<file path="src/design/tel_pkg.sv">
package tel_pkg;

    localparam int unsigned LineCapacityDefault = 64;

    localparam logic [7:0] CH_LF    = 8'h0A;
    localparam logic [7:0] CH_CR    = 8'h0D;
    localparam logic [7:0] CH_NUL   = 8'h00;
    localparam logic [7:0] CH_SPACE = 8'h20;
    localparam logic [7:0] CH_TAB   = 8'h09;
    localparam logic [7:0] CH_VT    = 8'h0B;
    localparam logic [7:0] CH_FF    = 8'h0C;
    localparam logic [7:0] CH_PLUS  = 8'h2B;
    localparam logic [7:0] CH_MINUS = 8'h2D;
    localparam logic [7:0] CH_ZERO  = 8'h30;
    localparam logic [7:0] CH_NINE  = 8'h39;
    localparam logic [7:0] CH_ONE   = 8'h31;
    localparam logic [7:0] CH_UP_X  = 8'h58;
    localparam logic [7:0] CH_LO_X  = 8'h78;
    localparam logic [7:0] CH_UP_Y  = 8'h59;
    localparam logic [7:0] CH_LO_Y  = 8'h79;
    localparam logic [7:0] CH_UP_Z  = 8'h5A;
    localparam logic [7:0] CH_LO_Z  = 8'h7A;

    localparam logic [15:0] FRAME_WIDTH_RST  = 16'd640;
    localparam logic [15:0] FRAME_HEIGHT_RST = 16'd480;
    localparam logic [15:0] CENTER_X_RST     = 16'd320;
    localparam logic [15:0] CENTER_Y_RST     = 16'd240;

    typedef enum logic [1:0] {
        REG_FRAME_WIDTH  = 2'd0,
        REG_FRAME_HEIGHT = 2'd1,
        REG_CENTER_X     = 2'd2,
        REG_CENTER_Y     = 2'd3
    } t_cfg_idx;

    typedef enum logic [2:0] {
        PH_START = 3'd0,
        PH_X     = 3'd1,
        PH_Y     = 3'd2,
        PH_ZFLAG = 3'd3,
        PH_ZDONE = 3'd4,
        PH_DEAD  = 3'd5,
        PH_YEND  = 3'd6
    } t_phase;

    typedef enum logic [1:0] {
        NS_BLANK  = 2'd0,
        NS_DIGITS = 2'd1,
        NS_STOP   = 2'd2
    } t_num_stage;

    typedef struct packed {
        logic [15:0] frame_width;
        logic [15:0] frame_height;
        logic [15:0] center_x;
        logic [15:0] center_y;
    } t_cfg;

    typedef struct packed {
        logic signed [15:0] err_x;
        logic signed [15:0] err_y;
        logic               valid_res;
    } t_result;

endpackage

</file>
<file path="src/design/tel_if.sv">
interface tel_byte_if;
    logic       valid;
    logic       ready;
    logic [7:0] ch;

    modport source (output valid, output ch, input ready);
    modport sink (input valid, input ch, output ready);
endinterface

interface tel_res_if;
    logic               valid;
    logic               ready;
    logic signed [15:0] err_x;
    logic signed [15:0] err_y;
    logic               valid_res;

    modport source (output valid, output err_x, output err_y, output valid_res, input ready);
    modport sink (input valid, input err_x, input err_y, input valid_res, output ready);
endinterface

interface tel_cfg_if;
    logic        valid;
    logic        ready;
    logic [1:0]  index;
    logic [15:0] data;

    modport source (output valid, output index, output data, input ready);
    modport sink (input valid, input index, input data, output ready);
endinterface

</file>
<file path="src/design/tel_cfg_regs.sv">
module tel_cfg_regs
    import tel_pkg::*;
(
    input  logic       i_clk,
    input  logic       i_rst_n,
    tel_cfg_if.sink    i_cfg,
    output t_cfg       o_cfg
);

    t_cfg r_cfg;
    t_cfg n_cfg;

    assign i_cfg.ready = 1'b1;
    assign o_cfg       = r_cfg;

    always_comb begin
        n_cfg = r_cfg;
        if (i_cfg.valid) begin
            unique case (t_cfg_idx'(i_cfg.index))
                REG_FRAME_WIDTH:  n_cfg.frame_width  = i_cfg.data;
                REG_FRAME_HEIGHT: n_cfg.frame_height = i_cfg.data;
                REG_CENTER_X:     n_cfg.center_x     = i_cfg.data;
                REG_CENTER_Y:     n_cfg.center_y     = i_cfg.data;
                default:          n_cfg              = r_cfg;
            endcase
        end
    end

    always_ff @(posedge i_clk) begin
        if (!i_rst_n) begin
            r_cfg.frame_width  <= FRAME_WIDTH_RST;
            r_cfg.frame_height <= FRAME_HEIGHT_RST;
            r_cfg.center_x     <= CENTER_X_RST;
            r_cfg.center_y     <= CENTER_Y_RST;
        end else begin
            r_cfg <= n_cfg;
        end
    end

endmodule

</file>
<file path="src/design/tel_parser.sv">
module tel_parser
    import tel_pkg::*;
#(
    parameter int unsigned LINE_CAPACITY = LineCapacityDefault
) (
    input  logic       i_clk,
    input  logic       i_rst_n,
    input  logic       i_step,
    input  logic [7:0] i_ch,
    input  t_cfg       i_cfg,
    output logic       o_has_res,
    output t_result    o_res
);

    localparam int unsigned KW = $clog2(LINE_CAPACITY);
    localparam logic [KW-1:0] KEEP_MAX = KW'(LINE_CAPACITY - 1);

    typedef struct packed {
        t_num_stage  stage;
        logic        neg;
        logic [15:0] value;
    } t_num;

    logic [KW-1:0] r_kept, n_kept;
    t_phase        r_phase, n_phase;
    t_num_stage    r_stage, n_stage;
    logic          r_neg, n_neg;
    logic [15:0]   r_x, n_x;
    logic [15:0]   r_y, n_y;
    logic          r_flag, n_flag;

    t_num          fed;
    logic [15:0]   y_fin;

    function automatic t_num num_feed(t_num_stage stage, logic neg, logic [15:0] v,
                                      logic [7:0] c);
        t_num   r;
        logic   digit;
        digit   = (c >= CH_ZERO) && (c <= CH_NINE);
        r.stage = stage;
        r.neg   = neg;
        r.value = v;
        unique case (stage)
            NS_BLANK: begin
                if (c == CH_SPACE || c == CH_TAB || c == CH_VT || c == CH_FF) begin
                    r.stage = NS_BLANK;
                end else if (c == CH_PLUS || c == CH_MINUS) begin
                    r.neg   = (c == CH_MINUS);
                    r.stage = NS_DIGITS;
                end else if (digit) begin
                    r.value = {12'd0, c[3:0]};
                    r.stage = NS_DIGITS;
                end else begin
                    r.stage = NS_STOP;
                end
            end
            NS_DIGITS: begin
                if (digit) begin
                    r.value = (v << 3) + (v << 1) + {12'd0, c[3:0]};
                end else begin
                    r.stage = NS_STOP;
                end
            end
            default: r.stage = stage;
        endcase
        return r;
    endfunction

    always_comb begin
        priority case (r_phase)
            PH_X:    fed = num_feed(r_stage, r_neg, r_x, i_ch);
            default: fed = num_feed(r_stage, r_neg, r_y, i_ch);
        endcase
    end

    always_comb begin
        n_kept  = r_kept;
        n_phase = r_phase;
        n_stage = r_stage;
        n_neg   = r_neg;
        n_x     = r_x;
        n_y     = r_y;
        n_flag  = r_flag;
        if (i_ch == CH_LF) begin
            n_kept  = '0;
            n_phase = PH_START;
            n_stage = NS_BLANK;
            n_neg   = 1'b0;
            n_x     = '0;
            n_y     = '0;
            n_flag  = 1'b0;
        end else if (i_ch != CH_CR && r_kept < KEEP_MAX) begin
            n_kept = r_kept + KW'(1);
            unique case (r_phase)
                PH_START: begin
                    n_phase = (i_ch == CH_UP_X || i_ch == CH_LO_X) ? PH_X : PH_DEAD;
                end
                PH_X: begin
                    if (i_ch == CH_UP_Y || i_ch == CH_LO_Y) begin
                        n_x     = r_neg ? (~r_x + 16'd1) : r_x;
                        n_stage = NS_BLANK;
                        n_neg   = 1'b0;
                        n_phase = PH_Y;
                    end else if (i_ch == CH_NUL) begin
                        n_phase = PH_DEAD;
                    end else begin
                        n_stage = fed.stage;
                        n_neg   = fed.neg;
                        n_x     = fed.value;
                    end
                end
                PH_Y: begin
                    if (i_ch == CH_UP_Z || i_ch == CH_LO_Z || i_ch == CH_NUL) begin
                        n_y     = r_neg ? (~r_y + 16'd1) : r_y;
                        n_stage = NS_BLANK;
                        n_neg   = 1'b0;
                        n_phase = (i_ch == CH_NUL) ? PH_YEND : PH_ZFLAG;
                    end else begin
                        n_stage = fed.stage;
                        n_neg   = fed.neg;
                        n_y     = fed.value;
                    end
                end
                PH_ZFLAG: begin
                    n_flag  = (i_ch == CH_ONE);
                    n_phase = PH_ZDONE;
                end
                default: n_phase = r_phase;
            endcase
        end
    end

    // Result for a line end, formed from the state before the update.
    always_comb begin
        y_fin     = (r_phase == PH_Y && r_neg) ? (~r_y + 16'd1) : r_y;
        o_has_res = (i_ch == CH_LF) &&
                    (r_phase == PH_ZFLAG || r_phase == PH_ZDONE ||
                     r_phase == PH_Y || r_phase == PH_YEND);
        o_res     = '0;
        if (r_phase == PH_ZFLAG || r_phase == PH_ZDONE) begin
            o_res.err_x     = r_x;
            o_res.err_y     = y_fin;
            o_res.valid_res = (r_phase == PH_ZDONE) && r_flag;
        end else if (r_x < i_cfg.frame_width && y_fin < i_cfg.frame_height) begin
            o_res.err_x     = r_x - i_cfg.center_x;
            o_res.err_y     = y_fin - i_cfg.center_y;
            o_res.valid_res = 1'b1;
        end
    end

    always_ff @(posedge i_clk) begin
        if (!i_rst_n) begin
            r_kept  <= '0;
            r_phase <= PH_START;
            r_stage <= NS_BLANK;
            r_neg   <= 1'b0;
            r_x     <= '0;
            r_y     <= '0;
            r_flag  <= 1'b0;
        end else if (i_step) begin
            r_kept  <= n_kept;
            r_phase <= n_phase;
            r_stage <= n_stage;
            r_neg   <= n_neg;
            r_x     <= n_x;
            r_y     <= n_y;
            r_flag  <= n_flag;
        end
    end

endmodule

</file>
<file path="src/design/target_error_line_parser.sv">
// Target error line parser.
// Characters enter on the byte channel, one per transfer. Lines of the form
// X<num>Y<num>[Z<flag>] end with LF; CR is skipped and only the first
// LINE_CAPACITY-1 other characters of a line are used. For each LF that
// closes a line with both X and Y, one result transfer carries err_x, err_y
// and valid_res; other characters produce no result.
// The configuration channel is always ready and writes frame_width,
// frame_height, center_x and center_y by index 0 to 3; write only when idle.
// Throughput is one character per cycle unless the result channel stalls.
// A character waits in the input register until the parser advances; then
// the parser state and the result register update from it.
// When the receiver stalls, one result waits in the output register while
// further characters are still taken into the input register; only an LF
// that yields a result, behind an untaken result, holds the byte channel.
// Synchronous active-low reset empties both registers, restores the
// configuration defaults and returns the parser to the start of a line.
module target_error_line_parser
    import tel_pkg::*;
#(
    parameter int unsigned LINE_CAPACITY = LineCapacityDefault
) (
    input  logic     i_clk,
    input  logic     i_rst_n,
    tel_byte_if.sink i_in,
    tel_cfg_if.sink  i_cfg,
    tel_res_if.source o_res
);

    t_cfg       cfg;
    logic       has_res;
    t_result    res;
    logic       advance;

    logic       r_ch_vld;
    logic [7:0] r_ch;
    logic       r_out_vld;
    t_result    r_out;

    tel_cfg_regs u_cfg_regs (
        .i_clk   (i_clk),
        .i_rst_n (i_rst_n),
        .i_cfg   (i_cfg),
        .o_cfg   (cfg)
    );

    tel_parser #(
        .LINE_CAPACITY (LINE_CAPACITY)
    ) u_parser (
        .i_clk     (i_clk),
        .i_rst_n   (i_rst_n),
        .i_step    (advance),
        .i_ch      (r_ch),
        .i_cfg     (cfg),
        .o_has_res (has_res),
        .o_res     (res)
    );

    assign advance    = r_ch_vld && (!has_res || !r_out_vld || o_res.ready);
    assign i_in.ready = !r_ch_vld || advance;

    assign o_res.valid     = r_out_vld;
    assign o_res.err_x     = r_out.err_x;
    assign o_res.err_y     = r_out.err_y;
    assign o_res.valid_res = r_out.valid_res;

    always_ff @(posedge i_clk) begin
        if (!i_rst_n) begin
            r_ch_vld <= 1'b0;
        end else if (i_in.ready) begin
            r_ch_vld <= i_in.valid;
        end
    end

    always_ff @(posedge i_clk) begin
        if (i_in.ready && i_in.valid) begin
            r_ch <= i_in.ch;
        end
    end

    always_ff @(posedge i_clk) begin
        if (!i_rst_n) begin
            r_out_vld <= 1'b0;
        end else if (advance && has_res) begin
            r_out_vld <= 1'b1;
        end else if (o_res.ready) begin
            r_out_vld <= 1'b0;
        end
    end

    always_ff @(posedge i_clk) begin
        if (advance && has_res) begin
            r_out <= res;
        end
    end

endmodule

</file>
<file path="src/flat_wrapper.sv">
// flat-port wrapper written by rule: the top's interface ports become plain ports
module target_error_line_parser_flat import tel_pkg::*;
#(
    parameter int unsigned LINE_CAPACITY = LineCapacityDefault
)
  (i_clk, i_rst_n, i_in_valid, i_in_ch, i_in_ready, i_cfg_valid, i_cfg_index, i_cfg_data, i_cfg_ready, o_res_valid, o_res_err_x, o_res_err_y, o_res_valid_res, o_res_ready);
  tel_byte_if i_in_i ();
  tel_cfg_if i_cfg_i ();
  tel_res_if o_res_i ();
  input  logic i_clk;
  input  logic i_rst_n;
  input wire logic [$bits(i_in_i.valid)-1:0] i_in_valid;
  input wire logic [$bits(i_in_i.ch)-1:0] i_in_ch;
  output wire logic [$bits(i_in_i.ready)-1:0] i_in_ready;
  input wire logic [$bits(i_cfg_i.valid)-1:0] i_cfg_valid;
  input wire logic [$bits(i_cfg_i.index)-1:0] i_cfg_index;
  input wire logic [$bits(i_cfg_i.data)-1:0] i_cfg_data;
  output wire logic [$bits(i_cfg_i.ready)-1:0] i_cfg_ready;
  output wire logic [$bits(o_res_i.valid)-1:0] o_res_valid;
  output wire logic [$bits(o_res_i.err_x)-1:0] o_res_err_x;
  output wire logic [$bits(o_res_i.err_y)-1:0] o_res_err_y;
  output wire logic [$bits(o_res_i.valid_res)-1:0] o_res_valid_res;
  input wire logic [$bits(o_res_i.ready)-1:0] o_res_ready;
  assign i_in_i.valid = i_in_valid;
  assign i_in_i.ch = i_in_ch;
  assign i_in_ready = i_in_i.ready;
  assign i_cfg_i.valid = i_cfg_valid;
  assign i_cfg_i.index = i_cfg_index;
  assign i_cfg_i.data = i_cfg_data;
  assign i_cfg_ready = i_cfg_i.ready;
  assign o_res_valid = o_res_i.valid;
  assign o_res_err_x = o_res_i.err_x;
  assign o_res_err_y = o_res_i.err_y;
  assign o_res_valid_res = o_res_i.valid_res;
  assign o_res_i.ready = o_res_ready;
  target_error_line_parser #(.LINE_CAPACITY(LINE_CAPACITY)) u_core (.i_clk(i_clk), .i_rst_n(i_rst_n), .i_in(i_in_i), .i_cfg(i_cfg_i), .o_res(o_res_i));
endmodule
</file>
<file path="config.mk">
export PLATFORM = sky130hd
export DESIGN_NAME = target_error_line_parser_flat
export DESIGN_NICKNAME = d
export VERILOG_FILES = /design/src/design/tel_pkg.sv /design/src/design/tel_if.sv /design/src/design/tel_cfg_regs.sv /design/src/design/tel_parser.sv /design/src/design/target_error_line_parser.sv /design/src/flat_wrapper.sv
export SDC_FILE = /design/constraint.sdc
export NUM_CORES = 1
export LEC_CHECK = 0
export BUFFER_PORTS_ARGS = -buffer_cell sky130_fd_sc_hd__buf_2
export CORE_MARGIN = 1
export CORE_UTILIZATION = 52
export DETAILED_ROUTE_END_ITERATION = 7
export PLACE_DENSITY = 0.7
export SLEW_MARGIN = 10
export SYNTH_ARGS = -nofsm -noshare
export SYNTH_HDL_FRONTEND = slang
export SYNTH_SLANG_ARGS = --single-unit
</file>
<file path="constraint.sdc">
create_clock -name i_clk -period 8.2 [get_ports i_clk]
set_input_delay 1.64 -clock i_clk [delete_from_list [all_inputs] [get_ports i_clk]]
set_output_delay 1.64 -clock i_clk [all_outputs]
set_load 0.01 [all_outputs]
</file>
== Word level (Yosys, flattened, before mapping) ==
Index checks and enable logic that the tools add are counted.
Storage, ports and cells
  register bits: 152
  latch bits: 0
  bits in writable memories: 0
  memory bits (read-only): 0
  output and inout bits: 36
  logic and storage cells: 170
  memories kept: 0
Operators by class
  add/subtract/negate cells: 9
  multiply operators: 0
  div/mod/pow operators: 0
  order comparisons: 5
  equality and inequality tests: 30
  shift operators: 0
  multiplexer cells: 60
  bitwise gates (word level): 2
  reductions and logical operators: 47
Operators with widths (count)
  $mux 16: 18
  $mux 33: 2
  $pmux 16 s2: 2
  $mux 17: 3
  $eq 8x7->1 const B: 6
  $add 16x1->16 const B: 2
  $add 16x16->16: 2
  $add 16x4->16: 2
  $eq 8x4->1 const B: 4
  $eq 8x6->1 const B: 4
  $lt 16x16->1: 2
  $not 16->16: 2
  $sub 16x16->16: 2
  $mux 3: 7
  $mux 2: 9
  $logic_or 1x1->1: 14
  $mux 1: 13
  $mux 6: 2
  $ne 3x2->1 const B: 4
  $pmux 3 s4: 1
  $reduce_and 2->1: 5
  $reduce_and 5->1: 2
  $reduce_bool 2->1: 5
  $logic_and 1x1->1: 9
  other kinds (21): 31

== Longest topological paths before layout ==
Gate-level depths: netlist of run 1.
  depth after elaboration: 12
  gate-level depth with buffers: 18
  gate-level depth less buffers: 17

== Modules after synthesis ==
Synthesis of run 1 repeated with hierarchy kept, for this count alone.
Second synthesis, totals
  cells, all modules: 1400
  area total of the unflattened synthesis: 11588.6 um^2
By module, submodules not included
  tel_parser: times used 1, cells each 1109, area each 7782.5 um^2, seq. area each 900.9 um^2
  tel_cfg_regs: times used 1, cells each 238, area each 2457.4 um^2, seq. area each 1281.2 um^2
  target_error_line_parser: times used 1, cells each 53, area each 1348.8 um^2, seq. area each 1271.2 um^2

== Worst setup path after synthesis of run 1 ==
OpenSTA, ideal clock, no wires.
  path type: register to register
  from: reg u_core.u_parser.r_y[0]
  to: reg u_core.r_out (netlist bit u_core.o_res.err_x[4]) (data pin)
  library setup time: 0.152 ns
  arrival time: 4.540 ns
  required time: 8.048 ns
  path slack: 3.508 ns
  cell stages (with the launch flop): 18
  path buffers: 1
  clock period less this slack: 4.692 ns
  cells stage by stage: dfxtp_1 inv_1 ha_1 or3b_2 or3_1 or3_1 nor4_1 nor2_1 xor2_1 ha_1 and4_1 a2111oi_0 nand4_1 a311o_1 a31oi_1 o21ai_2 clkbuf_1 o21ai_0
RTL lines
  from (decl): RTL line tel_parser.sv:29  | logic [15:0] r_y, n_y;
  from (signal assigned): RTL line tel_parser.sv:166  | r_y <= n_y;
  to (signal assigned): RTL line target_error_line_parser.sv:92  | r_out <= res;
  to (decl): RTL line target_error_line_parser.sv:37  | t_result r_out;

==> flow_metrics.env, run 1 <==
export IMPL_fmax_mhz=175
export IMPL_clkSinkCount=152
export IMPL_avgSynthCellArea_um2=8.08
export IMPL_drt_iter0_markers=1067
export IMPL_async_flop_share_pct=0
export IMPL_routed_wirelength_um=34000
export IMPL_rsz0062_at_grt="false"
export IMPL_synth_area_top_cells="dfxtp_1 19%, ha_1 13%, edfxtp_1 11%, nand2_1 6.8%, o21ai_0 4.1%"
export IMPL_yosysUniqueCellTypes=76
export IMPL_synth_compound_area_share_pct=24.0
export IMPL_synth_net_count=1573
export IMPL_hold_class="register to register"
export IMPL_slew_violations=0
export IMPL_dr_pass1_iters=6
export IMPL_dr_max_layer_used="met4"
export IMPL_routed_wl_met3_um=2180
export IMPL_cts_resized=0
export IMPL_layout_setup_ws_ps=2470
export IMPL_port_buffers=65
export IMPL_nFillCells=2029
export IMPL_synth_top_cell_area_share_pct=19.3
export IMPL_max_stage_delay_ps=520
export IMPL_syn2layout_area_growth_pct=9.71
export IMPL_setup_viol=0
export IMPL_seq_area_um2=3450
export IMPL_leakage_uw=0.00513
export IMPL_finalCritPeriodShare_pct=69.8
export IMPL_wl_met1_um=14800
export IMPL_clock_skew_final_ps=11.4
export IMPL_yosys_area_share_simple_pct=21.0
export IMPL_path_clk_slew_ps=70
export IMPL_final_cells=1741
export IMPL_synth_xor_area_share_pct=4.88
export IMPL_clockBufferDepth=2
export IMPL_power_uw=1770
export IMPL_n_antenna_cell=0
export IMPL_met2_length_um=15900
export IMPL_yosys_area_top_type="dfxtp_1"
export IMPL_grt_overflow=0
export IMPL_critPathSlowestCell="nor4_1"
export IMPL_die_w_um=151
export IMPL_cp_start_kind="register"
export IMPL_vias=10747
export IMPL_ys_seq_area_share_pct=30.1
export IMPL_power_density_nw_per_um2=140
export IMPL_ctsRootBufferMaster="clkbuf_16"
export IMPL_synth_edf_count=41
export IMPL_synth_warnings=0
export IMPL_path_cells="inv_1 -> ha_1 -> or3b_2 -> or3_1 -> or3_1 -> nor4_1 -> nor2_1 -> xor2_1 -> ha_1 -> and4_1 -> a2111oi_0 -> nand4_1 -> a311o_1 -> a31oi_1 -> o21ai_2 -> o21ai_0"
export IMPL_relSlewSlack_pct=19.4
export IMPL_fin_setup_tns_ps=0
export IMPL_ir_worst_vdd_uv=139
export IMPL_grt_pass1_vias=9743
export IMPL_crit_path_end_kind="register"
export IMPL_dp_hpwl_um=25400
export IMPL_pre_cts_slack_ps=2720
export IMPL_status="finished clean"
export IMPL_synth_top_family_by_area="compound AO/OA/AOI/OAI gates"
export IMPL_grtUsageTotal_pct=30.6
export IMPL_worstPathRequired_ps=8450
export IMPL_grt_max_degree=66
export IMPL_clkLatencyLatePin_ps=440
export IMPL_netlist_area_um2=11500
export IMPL_post_cts_setup_buffers=0
export IMPL_grt_pass1_wl_um=52800
export IMPL_syn_inst=1421
export IMPL_path_buf_inv=1
export IMPL_cts_made_buffers=17
export IMPL_worst_pin_slew_ps=1210
export IMPL_ctsHoldBuffers=0
export IMPL_worstSetupPathType="register to register"
export IMPL_critical_path_top_delay_family="simple AND/OR/NAND/NOR gates"
export IMPL_die_h_um=151
export IMPL_cp_data_arrival_time_ps=5980
export IMPL_antenna_found_initial=0
export IMPL_place_gp_congestion=0.910
export IMPL_maxCapViolations=0
export IMPL_detail_route_antenna_nets=0
export IMPL_placedCellCount=1710
export IMPL_io_pins=67
export IMPL_dieArea_um2=22700
export IMPL_multi_input_area_um2=7440
export IMPL_htree_levels=4
export IMPL_synthFlopType="dfxtp_1"
export IMPL_hold_viol=0
export IMPL_ys_seq_elements=152
export IMPL_path_max_fanout=24
export IMPL_cts_tree="yes"
export IMPL_layout_min_cycle_time_ps=5730
export IMPL_num_rows=54
export IMPL_synth_mux_area_fraction_pct=1.05
export IMPL_drc_errors=0
export IMPL_wl_per_cell_um=19.5
export IMPL_nNetsFinal=1601
export IMPL_initial_core_util_pct=52.8
export IMPL_synthAdderAreaFrac_pct=13.6
export IMPL_core_area_um2=21800
export IMPL_vias_per_cell=6.17
export IMPL_layout_drive_gt1_share_pct=9.45
## state kept, by name, indices dropped and copies added (netlist names)
| name | flops |
|---|---|
| u_core.u_parser.r_neg | 1 |
| u_core.u_parser.r_flag | 1 |
| u_core.r_ch | 8 |
| u_core.o_res.valid | 1 |
| u_core.u_parser.r_stage | 2 |
| u_core.o_res.err_y | 16 |
| u_core.u_parser.r_kept | 6 |
| u_core.o_res.err_x | 16 |
| u_core.o_res.valid_res | 1 |
| u_core.u_cfg_regs.o_cfg | 64 |
| u_core.r_ch_vld | 1 |
| u_core.u_parser.r_x | 16 |
| u_core.u_parser.r_phase | 3 |
| u_core.u_parser.r_y | 16 |
## metal layers
metal  track usage (%)  vias up
met5                 0        -
met4              12.0        0
met3              4.15       65
met2              50.0      418
met1              40.8     5078
li1                  -     5186
## kinds of logic after synthesis
group | count (synthesis)
AO/OA/AOI/OAI | 414
multiplexers | 12
XOR/XNOR | 64
other | 1
flip-flops | 152
buffers and inverters | 163
adder cells (fa/ha/maj) | 121
AND/OR/NAND/NOR | 494
## synth_stat cells (all sizes together) (9+ instances only)
| library cell | n |
|---|---|
| clkbuf | 60 |
| edfxtp | 41 |
| nor2b | 21 |
| o21a | 14 |
| a21boi | 59 |
| ha | 115 |
| a31oi | 19 |
| a21oi | 75 |
| dfxtp | 111 |
| inv | 94 |
| buf | 9 |
| o21ai | 95 |
| nor2 | 85 |
| nor3 | 34 |
| a21o | 19 |
| and3 | 13 |
| xor2 | 29 |
| nand3 | 29 |
| o22ai | 12 |
| or3 | 20 |
| xnor2 | 35 |
| nand2 | 207 |
| a211oi | 18 |
| a22o | 11 |
| o211ai | 22 |
| nand3b | 9 |
| nand4 | 9 |
| mux2i | 12 |
| nand2b | 16 |
## final timing paths
| check | startpoint | endpoint | slack (ps) | depth (start not counted) |
|---|---|---|---|---|
| max reg2reg | u_core.u_parser.r_y[0] | u_core.o_res.err_y[2] | 2470 | 16 |
| max | u_core.u_parser.r_y[0] | u_core.o_res.err_y[2] | 2470 | 16 |
| min | u_core.u_cfg_regs.o_cfg[36] | u_core.u_cfg_regs.o_cfg[36] | 460 | 2 |
| min reg2reg | u_core.u_cfg_regs.o_cfg[36] | u_core.u_cfg_regs.o_cfg[36] | 460 | 2 |
## cell type report
class | count | area share, %
clock buffers | 22 | 4.02
clock inverters | 9 | 0.615
inverters | 94 | 2.80
multi-input cells | 1106 | 59.0
flip-flops and latches | 152 | 27.4
well taps | 280 | 2.78
repair buffers | 78 | 3.36
## stage by stage
stage	instance area (um2)	hold WS [ps]	util (%)
3_3_place_gp	12000	452	55.3
6_report	12600	464	57.9
3_5_place_dp	12000	458	55.3
2_1_floorplan	11500	443	-
5_1_grt	12600	496	57.9
4_1_cts	12600	467	57.9
## cell usage in the layout, fill, tap and decap left out, types with 21 or more instances in the layout
| master | synthesis | layout |
|---|---|---|
| nand2_1 | 207 | 207 |
| ha_1 | 115 | 115 |
| dfxtp_1 | 111 | 111 |
| inv_1 | 94 | 94 |
| o21ai_0 | 93 | 93 |
| nor2_1 | 85 | 85 |
| a21oi_1 | 75 | 74 |
| buf_2 | 5 | 65 |
| a21boi_0 | 59 | 59 |
| edfxtp_1 | 41 | 41 |
| xnor2_1 | 35 | 35 |
| nor3_1 | 32 | 32 |
| xor2_1 | 29 | 29 |
| nand3_1 | 29 | 29 |
| o211ai_1 | 22 | 22 |
| nor2b_1 | 21 | 21 |
## where the power goes
part / switching (uW) / internal (uW) / leakage [uW]
clock: 341 / 446 / 0.000292
sequential: 17.2 / 790 / 0.00127
combinational: 111 / 63.1 / 0.00356
total: 470 / 1300 / 0.00513
## worst register-to-register path, delay by kind of cell (launching register included)
family	cells	cell delay (ps)
flops	1	360
xor+xnor	1	230
compound gates	5	1950
buf+inv	1	190
fa+ha+maj	2	500
simple gates	7	2300
No activity file was read; power rests on OpenSTA's default activity.
==> run 2: changes to the inputs <==
--- a/config.mk
+++ b/config.mk
@@ -5,11 +5,12 @@
 export SDC_FILE = /design/constraint.sdc
 export NUM_CORES = 1
 export LEC_CHECK = 0
+export ABC_AREA = 1
 export BUFFER_PORTS_ARGS = -buffer_cell sky130_fd_sc_hd__buf_2
 export CORE_MARGIN = 1
 export CORE_UTILIZATION = 52
 export DETAILED_ROUTE_END_ITERATION = 7
-export PLACE_DENSITY = 0.7
+export PLACE_DENSITY = 0.72
 export SLEW_MARGIN = 10
 export SYNTH_ARGS = -nofsm -noshare
 export SYNTH_HDL_FRONTEND = slang
==> constraint.sdc (replaced) <==
create_clock -name i_clk -period 5.2 [get_ports i_clk]
set_input_delay 1.04 -clock i_clk [delete_from_list [all_inputs] [get_ports i_clk]]
set_output_delay 1.04 -clock i_clk [all_outputs]
set_load 0.01 [all_outputs]
==> flow_metrics.env, run 2 <==
export IMPL_n_antenna_cell=0
export IMPL_post_cts_setup_buffers=0
export IMPL_dp_hpwl_um=27100
export IMPL_status="finished, violations left"
export IMPL_port_buffers=65
export IMPL_clock_skew_final_ps=12.6
export IMPL_cp_data_arrival_time_ps=4480
export IMPL_setup_viol=0
export IMPL_antenna_found_initial=0
export IMPL_drt_iter0_markers=1036
export IMPL_cp_start_kind="register"
export IMPL_vias=11621
export IMPL_ctsHoldBuffers=0
export IMPL_synthFlopType="dfxtp_1"
export IMPL_rsz0062_at_grt="false"
export IMPL_async_flop_share_pct=0
export IMPL_htree_levels=4
export IMPL_dr_pass1_iters=8
export IMPL_worstPathRequired_ps=5440
export IMPL_yosysUniqueCellTypes=55
export IMPL_synth_edf_count=41
export IMPL_layout_drive_gt1_share_pct=8.66
export IMPL_yosys_top_cells_count="416 x nand2_1, 215 x inv_1, 174 x a21oi_1, 131 x o21ai_0, 115 x ha_1"
export IMPL_place_gp_congestion=0.970
export IMPL_grt_pass1_vias=10676
export IMPL_worst_pin_slew_ps=1090
export IMPL_synth_net_count=1854
export IMPL_power_uw=2910
export IMPL_ctsRootBufferMaster="clkbuf_16"
export IMPL_clockBufferDepth=2
export IMPL_ys_seq_area_share_pct=29.3
export IMPL_maxCapViolations=0
export IMPL_max_stage_delay_ps=530
export IMPL_die_w_um=153
export IMPL_pre_cts_slack_ps=1110
export IMPL_layout_min_cycle_time_ps=4240
export IMPL_failed_checks="DRC"
export IMPL_slew_violations=0
export IMPL_yosysMostFrequentCell="nand2_1"
export IMPL_synth_top_cell_area_share_pct=18.9
export IMPL_detail_route_antenna_nets=0
export IMPL_cts_resized=0
export IMPL_grtUsageTotal_pct=30.7
export IMPL_syn_inst=1702
export IMPL_io_pins=67
export IMPL_vias_per_cell=5.71
export IMPL_drc_errors=2
export IMPL_leakage_uw=0.00626
export IMPL_final_cell_mix="416 x nand2_1, 215 x inv_1, 174 x a21oi_1"
export IMPL_cts_made_buffers=17
export IMPL_worstSetupPathType="register to register"
export IMPL_clkLatencyLatePin_ps=430
export IMPL_core_area_um2=22000
export IMPL_netlist_area_um2=11800
export IMPL_finalCritPeriodShare_pct=81.5
export IMPL_yosys_area_top_type="dfxtp_1"
export IMPL_dieArea_um2=23300
export IMPL_largest_reg_flops=64
export IMPL_syn2layout_area_growth_pct=9.21
export IMPL_initial_core_util_pct=53.5
export IMPL_synth_warnings=0
export IMPL_nNetsFinal=1895
export IMPL_routed_wirelength_um=35500
export IMPL_hold_class="register to register"
export IMPL_grt_overflow=0
export IMPL_path_cells="inv_1 -> ha_1 -> nand4_1 -> nor4_2 -> nand3_1 -> a31oi_1 -> ha_1 -> nand2_1 -> o21ai_0 -> nand4_1 -> o211ai_1 -> a21oi_1 -> nand3_1 -> buf_4 -> o21ai_0"
export IMPL_power_density_nw_per_um2=226
export IMPL_die_h_um=153
export IMPL_clkSinkCount=152
export IMPL_crit_path_end_kind="register"
export IMPL_ir_worst_vdd_uv=215
export IMPL_grt_max_degree=68
export IMPL_layout_setup_ws_ps=964
export IMPL_num_rows=54
export IMPL_fin_util_pct=58.4
export IMPL_wl_per_cell_um=17.4
export IMPL_fmax_mhz=236
export IMPL_cts_tree="yes"
export IMPL_path_max_fanout=16
export IMPL_ys_seq_elements=152
export IMPL_path_clk_slew_ps=70
export IMPL_critPathSlowestCell="nand3_1"
export IMPL_synth_area_top_cells="dfxtp_1 19%, nand2_1 13%, ha_1 12%, edfxtp_1 10%, a21oi_1 7.4%"
export IMPL_final_common_cell="nand2_1"
export IMPL_grt_pass1_wl_um=56300
export IMPL_hold_viol=0
export IMPL_relSlewSlack_pct=26.8
export IMPL_avgSynthCellArea_um2=6.92
export IMPL_fin_setup_tns_ps=0
## run 2: cell count changes after synthesis, sizes merged, moves of 17 or more
cell,delta
a21boi,-57
a21oi,+107
clkbuf,-25
inv,+134
nand2,+212
nand3,+87
nand4,+17
nor2,+35
nor2b,-21
o21ai,+52
or3,-20
## run 2: kinds of logic after synthesis
family	after synthesis	synth area share, %
DFF	152	29.3
buffers and inverters	281	9.38
adders and majority gates	121	13.2
AOI/OAI and AO/OA	390	18.3
muxes	1	0.0850
and+or+nand+nor	709	26.2
other	1	0.0318
xor gates and xnor gates	47	3.49
## run 2: final timing paths
check	start	slack, ps	cells after the start	endpoint
worst max register to register	u_core.u_parser.r_y[0]	960	15	u_core.o_res.err_y[6]
worst min register to register	u_core.u_cfg_regs.o_cfg[61]	460	2	u_core.u_cfg_regs.o_cfg[61]
worst min-delay path	u_core.u_cfg_regs.o_cfg[61]	460	2	u_core.u_cfg_regs.o_cfg[61]
worst max-delay path	u_core.u_parser.r_y[0]	960	15	u_core.o_res.err_y[6]
## run 2: worst max-delay path: cells and delay by family, from the launching register on
kind / cells / cell delay [ps]
buf+inv: 2 / 650
simple gates: 6 / 1520
compound gates: 5 / 940
fa+ha+maj: 2 / 580
flops: 1 / 340
## run 2: report_power, final
group | total, uW | switching, uW | internal (uW)
Sequential | 1280 | 22.0 | 1260
Combinational | 402 | 277 | 124
Clock | 1220 | 523 | 701
## run 2: stage by stage
stage                     hold slack (ps)  std cells  instance area, um2
after floorplan                       424       1702               11800
after global placement                445       2004               12300
after detailed placement              454       2004               12300
after CTS                             462       2036               12900
after global routing                  473       2036               12900
final                                 460       2036               12900
## run 2: area by class of cell
class | count | area (um2)
Fill cell | 2093 | 9160
Tap cell | 280 | 350
Inverter | 229 | 860
Clock inverter | 8 | 57.6
Clock buffer | 24 | 515
Sequential cell | 152 | 3450
Multi-Input combinational cell | 1269 | 7240
Timing Repair Buffer | 74 | 393
## run 2: routing by layer
layer	track usage, %	part of all wire, %	vias to the layer above
li1	-	-	5775
met1	41.6	45	5349
met2	50.1	46	437
met3	5.09	6.8	60
met4	9.24	2.4	0
met5	0	0	-
==> run 3: changes to the inputs <==
--- a/config.mk
+++ b/config.mk
@@ -5,12 +5,12 @@
 export SDC_FILE = /design/constraint.sdc
 export NUM_CORES = 1
 export LEC_CHECK = 0
-export ABC_AREA = 1
+export ABC_AREA = 0
 export BUFFER_PORTS_ARGS = -buffer_cell sky130_fd_sc_hd__buf_2
 export CORE_MARGIN = 1
 export CORE_UTILIZATION = 52
 export DETAILED_ROUTE_END_ITERATION = 7
-export PLACE_DENSITY = 0.72
+export PLACE_DENSITY = 0.7
 export SLEW_MARGIN = 10
 export SYNTH_ARGS = -nofsm -noshare
 export SYNTH_HDL_FRONTEND = slang
==> constraint.sdc (replaced) <==
create_clock -name i_clk -period 4.09 [get_ports i_clk]
set_input_delay 0.818 -clock i_clk [delete_from_list [all_inputs] [get_ports i_clk]]
set_output_delay 0.818 -clock i_clk [all_outputs]
set_load 0.01 [all_outputs]
==> flow_metrics.env, run 3 (synthesized netlist as in run 1, its figures left out) <==
export IMPL_htree_levels=4
export IMPL_failed_checks="setup timing"
export IMPL_grt_overflow=0
export IMPL_finalCritPeriodShare_pct=104
export IMPL_cts_tree="yes"
export IMPL_antenna_found_initial=0
export IMPL_detail_route_antenna_nets=0
export IMPL_hp_start="u_core.u_cfg_regs.o_cfg[2]"
export IMPL_clkSinkCount=152
export IMPL_hold_slack_ps=465
export IMPL_dp_hpwl_um=25600
export IMPL_p_sw_share_pct=28.1
export IMPL_hold_viol=0
export IMPL_maxCapViolations=0
export IMPL_cp_start_kind="register"
export IMPL_clock_skew_final_ps=10.1
export IMPL_relSlewSlack_pct=42.8
export IMPL_r2r_end="u_core.o_res.err_x[6]"
export IMPL_setup_viol=33
export IMPL_initial_core_util_pct=52.8
export IMPL_min_to="u_core.u_cfg_regs.o_cfg[2]"
export IMPL_crit_path_end_kind="register"
export IMPL_worstSetupPathType="register to register"
export IMPL_io_pins=67
export IMPL_power_density_nw_per_um2=267
export IMPL_wl_per_cell_um=19.0
export IMPL_nNetsFinal=1667
export IMPL_n_antenna_cell=0
export IMPL_rsz0062_at_grt="true"
export IMPL_vias_per_cell=6.05
export IMPL_path_clk_slew_ps=70
export IMPL_ctsHoldBuffers=0
export IMPL_rr_worst_depth=17
export IMPL_syn2layout_area_growth_pct=15.5
export IMPL_placed_cell_area_um2=12500
export IMPL_slew_violations=0
export IMPL_die_w_um=151
export IMPL_p_switching_uw=996
export IMPL_fmax_mhz=235
export IMPL_vias=10946
export IMPL_clockBufferDepth=2
export IMPL_ir_worst_vdd_uv=294
export IMPL_final_common_cell="nand2_1"
export IMPL_worstPathRequired_ps=4370
export IMPL_pwr_share_clk_pct=43.0
export IMPL_place_gp_congestion=0.927
export IMPL_final_cells=1808
export IMPL_p_seq_share_pct=45.4
export IMPL_hold_depth=2
export IMPL_status="finished, violations left"
export IMPL_leakage_uw=0.00549
export IMPL_hold_class="register to register"
export IMPL_clkLatencyLatePin_ps=430
export IMPL_fin_util_pct=61.0
export IMPL_layout_min_cycle_time_ps=4250
export IMPL_placedCellCount=1764
export IMPL_core_area_um2=21800
export IMPL_internal_power_uw=2550
export IMPL_dieArea_um2=22700
export IMPL_drt_iter0_markers=975
export IMPL_reg2reg_slack_ps=-160
export IMPL_critPathSlowestCell="or3_4"
export IMPL_dr_pass1_iters=6
export IMPL_routed_wirelength_um=34300
export IMPL_crit_top_cell="or3_4"
export IMPL_layout_drive_gt1_share_pct=14.9
export IMPL_final_cell_mix="207 x nand2_1, 114 x ha_1, 109 x dfxtp_1"
export IMPL_grtUsageTotal_pct=30.3
export IMPL_max_stage_delay_ps=380
export IMPL_cts_made_buffers=17
export IMPL_cp_data_arrival_time_ps=4530
export IMPL_timing_rr_start="u_core.u_parser.r_y[0]"
export IMPL_ctsRootBufferMaster="clkbuf_16"
export IMPL_fin_area_um2=13300
export IMPL_power_frac_comb_pct=11.6
export IMPL_path_cells="inv_4 -> ha_4 -> or3b_4 -> or3_4 -> or3_4 -> nor4_4 -> nor2_1 -> xor2_1 -> ha_1 -> and4_4 -> a2111oi_4 -> nand4_1 -> a311o_1 -> a31oi_4 -> buf_4 -> o21ai_4 -> o21ai_1"
export IMPL_grt_max_degree=88
export IMPL_layout_setup_ws_ps=-156
export IMPL_grt_pass1_vias=9896
export IMPL_worst_pin_slew_ps=847
export IMPL_largest_reg_flops=64
export IMPL_grt_pass1_wl_um=52500
export IMPL_drc_errors=0
export IMPL_die_h_um=151
export IMPL_port_buffers=65
export IMPL_num_rows=54
export IMPL_path_max_fanout=6
run 3: power by group through the flow:
stage	combinational, uW	sequential (uW)	clock [uW]
2_1_floorplan	264	1630	0
3_3_place_gp	366	1640	0
3_5_place_dp	376	1640	0
4_1_cts	395	1610	1540
5_1_grt	447	1610	1590
6_report	412	1610	1520
run 3: final cells by class:
type | instances | area, um2
well taps | 280 | 350
inverters | 94 | 355
fillers | 1949 | 8490
multi-input cells | 1109 | 7630
clock inverters | 13 | 110
flip-flops and latches | 152 | 3460
clock buffers | 19 | 443
repair buffers | 141 | 916
run 3: worst max-delay path by stage:
stage	start	end	slack, ps	depth (start not counted)
2_1_floorplan	u_core.u_parser.r_y[0]	u_core.o_res.err_y[13]	-20	17
3_3_place_gp	u_core.u_parser.r_y[0]	u_core.o_res.err_y[2]	-9	16
3_5_place_dp	u_core.u_parser.r_y[0]	u_core.o_res.err_y[4]	-160	16
4_1_cts	u_core.u_parser.r_y[0]	u_core.o_res.err_x[6]	-100	17
5_1_grt	u_core.u_parser.r_y[0]	u_core.o_res.err_x[7]	-290	17
6_report	u_core.u_parser.r_y[0]	u_core.o_res.err_x[6]	-160	17
run 3: metal layers:
| layer | up-vias | part of all wire [%] | global-route usage, % |
|---|---|---|---|
| li1 | 5331 | - | - |
| met2 | 403 | 46 | 48.8 |
| met1 | 5144 | 45 | 41.2 |
| met4 | 0 | 2.4 | 10.6 |
| met3 | 68 | 6.6 | 4.36 |
| met5 | - | 0 | 0 |
run 3: stage by stage:
stage / power [uW] / TNS, ps / setup WS, ps
final: 3540 / -3450 / -156
after global placement: 2010 / -29.9 / -9.21
after floorplan: 1900 / -310 / -19.1
after CTS: 3540 / -1810 / -99.1
after detailed placement: 2020 / -3960 / -163
after global routing: 3650 / -8050 / -292
run 3: timing repair:
| item | CTS | global route |
|---|---|---|
| gates resized for setup | 9 | 12 |
| setup endpoints to repair | 33 | 33 |
| gates cloned | 2 | 1 |
| buffers inserted | 8 | 2 |
| pin swaps | 24 | 12 |
run 3: worst max-delay path: cells and delay by family (launching register included):
| kind | cells | cell delay, ps |
|---|---|---|
| AND/OR/NAND/NOR | 7 | 1740 |
| adder cells (fa/ha/maj) | 2 | 390 |
| buffers and inverters | 2 | 250 |
| XOR/XNOR | 1 | 220 |
| AO/OA/AOI/OAI | 5 | 1150 |
| flip-flops | 1 | 350 |
